--- src/design/pfb_pkg.sv ---
// Shared constants, types and functions of the paged framebuffer tile blitter.
package pfb_pkg;

   // Screen and store geometry.
   localparam int SCREEN_WIDTH  = 128;
   localparam int SCREEN_HEIGHT = 64;
   localparam int TILE_COUNT    = 256;
   localparam int PAGE_COUNT    = SCREEN_HEIGHT / 8;
   localparam int FRAME_BYTES   = PAGE_COUNT * SCREEN_WIDTH;
   localparam int TILE_BYTES    = 2048;

   // Address and index widths.
   localparam int FRAME_AW = $clog2(FRAME_BYTES);
   localparam int TILE_AW  = $clog2(TILE_BYTES);
   localparam int COL_AW   = $clog2(SCREEN_WIDTH);
   localparam int PAGE_AW  = $clog2(PAGE_COUNT + 1);

   // Reciprocal used to fold a tile index into the tile count.
   localparam int TILE_RECIP = (1 << 16) / TILE_COUNT;

   // Action codes.
   localparam logic [1:0] ACT_LOAD = 2'd0;
   localparam logic [1:0] ACT_DRAW = 2'd1;
   localparam logic [1:0] ACT_READ = 2'd2;

   // Color codes; any other code inverts.
   localparam logic [1:0] COLOR_BLACK = 2'd0;
   localparam logic [1:0] COLOR_WHITE = 2'd1;

   // Controls for shaping one tile column into one page part.
   typedef struct packed {
      logic       mirror_v;
      logic [2:0] shift;
      logic       upper;
   } col_ctl_type;

   // Combines the target byte with the tile bits for the given color.
   function automatic logic [7:0] merge_byte(input logic [7:0] old_byte,
                                             input logic [7:0] bits,
                                             input logic [1:0] color);
      logic [7:0] result;
      case (color)
         COLOR_BLACK: begin
            result = old_byte & ~bits;
         end
         COLOR_WHITE: begin
            result = old_byte | bits;
         end
         default: begin
            result = old_byte ^ bits;
         end
      endcase
      return result;
   endfunction

endpackage

--- src/design/pfb_col_unit.sv ---
// Column shaper: optional vertical mirror, then the page shift and the page-part select.
module pfb_col_unit
   import pfb_pkg::*;
(
   input  logic [7:0]  tile_byte,
   input  col_ctl_type ctl,
   output logic [7:0]  part_bits
);

   logic [7:0]  flipped;
   logic [15:0] shifted;

   // Bit 0 is the top row, so a vertical mirror reverses the byte.
   always_comb begin
      for (int k = 0; k < 8; k++) begin
         flipped[k] = ctl.mirror_v ? tile_byte[7 - k] : tile_byte[k];
      end
   end

   // The column moves down by the row offset inside the page and spills into the next page.
   assign shifted   = {8'b0, flipped} << ctl.shift;
   assign part_bits = ctl.upper ? shifted[15:8] : shifted[7:0];

endmodule

--- config.mk ---
export PLATFORM = sky130hd
export DESIGN_NAME = pfb_col_unit
export DESIGN_NICKNAME = d
export VERILOG_FILES = /design/src/design/pfb_pkg.sv /design/src/design/pfb_col_unit.sv
export SDC_FILE = /design/constraint.sdc
export NUM_CORES = 1
export LEC_CHECK = 0
export ABC_AREA = 1
export BUFFER_PORTS_ARGS = -buffer_cell sky130_fd_sc_hd__buf_2
export CAP_MARGIN = 10
export CORE_MARGIN = 4
export CORE_UTILIZATION = 40
export DETAILED_ROUTE_END_ITERATION = 8
export GPL_TIMING_DRIVEN = 0
export PLACE_DENSITY_LB_ADDON = 0.08
export SLEW_MARGIN = 20
export SYNTH_ARGS = -nofsm -noshare
export SYNTH_HDL_FRONTEND = slang
export SYNTH_SLANG_ARGS = --single-unit
--- constraint.sdc ---
create_clock -name vclk -period 2.3
set_clock_uncertainty 0.2 [all_clocks]
set_input_delay 0.115 -clock vclk [all_inputs]
set_output_delay 0.115 -clock vclk [all_outputs]
set_load 0.005 [all_outputs]
==> out/metrics.yaml <==
cts_setup_buffers: 0
min_period_over_period: 0.581
setup_viol: 0
postRouteAntennaNets: 0
syn_avg_cell_area_um2: 5.49
cp.depth: 5
critical_path_buf_inv_count: 2
ios: 21
die_area_mm2: 0.00203
start_util: 0.422
synthTopCellsByArea: "nand2_1 (26%), nand3_1 (21%), nand3_2 (20%)"
wl_per_cell_um: 10.7
period_needed_ns: 1.34
nFillCells: 157
area_growth_pct: 20.7
finalNetCount: 134
grt_max_degree: 11
synthCells: 100
setup_ws_ns: 0.965
viasPerCell: 5.31
slew_viol_final: 0
endpoint_kind: "primary output"
dp_cells: 134
timing.critical_path.required_ns: 1.99
critPathTopFamily: "simple AND/OR/NAND/NOR gates"
peakVddDrop_v: 0.0000954
yosysTopAreaCell: "nand2_1"
seq_cell_count: 0
status: "finished clean"
place_hpwl_um: 1180
io_buffers: 19
final_common_cell: "nand2_1"
grt_overflow: 0
pre_cts_slack_ns: 0.976
yosysSeqAreaShare: 0
synth_fp_nets: 113
drt_iter0_markers: 21
clockBufferCount: 0
hold_buffers: 0
worst_pin_slew_ns: 0.519
relSlewSlack: 0.653
drt_first_pass_iters: 4
chipHeight_um: 45.1
ys.warnings.count: 0
critPathMaxStageDelay_ns: 0.42
leakage_nw: 0.381
final.setup.tns_ns: 0
vias: 711
wl_um: 1430
fin_util: 0.510
fp.dieW_um: 45.1
drive_gt1_frac: 0.387
stdcell_count: 134
worstSetupStartpointType: "primary input"
cp_max_fo: 8
rows: 13
holdCritPathClass: "in2out"
cts_resized: 0
antennaDiodeCount: 0
netlist_area_um2: 549
maxCapViolations: 0
drc_errors: 0
hold_depth: 5
critPathMostFrequentCell: "buf_2"
grt_pass1_wl_um: 2350
grt_pass1_vias: 592
synth_cell_type_count: 14
grt_antenna_before_repair: 0
yosysTopAreaCellShare: 0.260
grtUsageTotal: 0.143
hold_viol: 0
crit_chain: "buf_2 -> nor2_1 -> nand4_1 -> nand3_1 -> buf_2"
final_cell_mix: "nand2_1 (38), nand3_1 (23), buf_2 (20)"
cellPowerDensity_mw_per_mm2: 201
fmax_mhz: 749
critical_path_class: "in2out"
gp_congestion: 0.746
arrival_ns: 1.02
fp.coreArea_mm2: 0.00130
grt_setup_unrepaired: "false"
regArea_um2: 0
crit_slowest_cell: "nor2_1"
## cell families (layout without fill, tap and decap cells)
logic type	Yosys count	after routing	synth area share
buffers and inverters	9	28	0.123
and+or+nand+nor	91	91	0.877
## layer usage
layer	vias to the layer above	routed length, um	part of all wire	track usage
met2	11	697	0.49	0.254
met5	-	0	0	0
met3	0	48	0.034	0
met4	0	0	0	0
met1	325	682	0.48	0.205
li1	375	-	-	-
## power by group
part	internal (mW)	switching [mW]
Sequential	0	0
Clock	0	0
Combinational	0.0526	0.0807
## Yosys cell counts, drive strengths merged
library cell and count:
nand4 4, clkinv 1, clkbuf 1, nand3 34
nand2 48, inv 5, buf 2, nor2 5
## path summary, 6_finish.rpt
path | start | end | slack [ns]
worst min-delay path | ctl[0] | part_bits[7] | 0.46
worst max-delay path | ctl[3] | part_bits[1] | 0.96
## area by class of cell
type | instances | area, um2 | share of cell area
inverter | 6 | 37.5 | 0.0566
timing repair buffer | 19 | 95.1 | 0.143
buffer | 3 | 30.0 | 0.0453
multi-input combinational | 91 | 482 | 0.726
tap | 15 | 18.8 | 0.0283
## stage by stage
stage               area (um2)  hold WS, ns  power (mW)
finish                     663        0.464       0.133
global route               663        0.517       0.149
CTS                        663        0.464       0.134
detailed placement         663        0.463       0.133
global placement           663        0.450       0.132
floorplan                  549        0.189      0.0921
(Power assumes the default switching activity.)
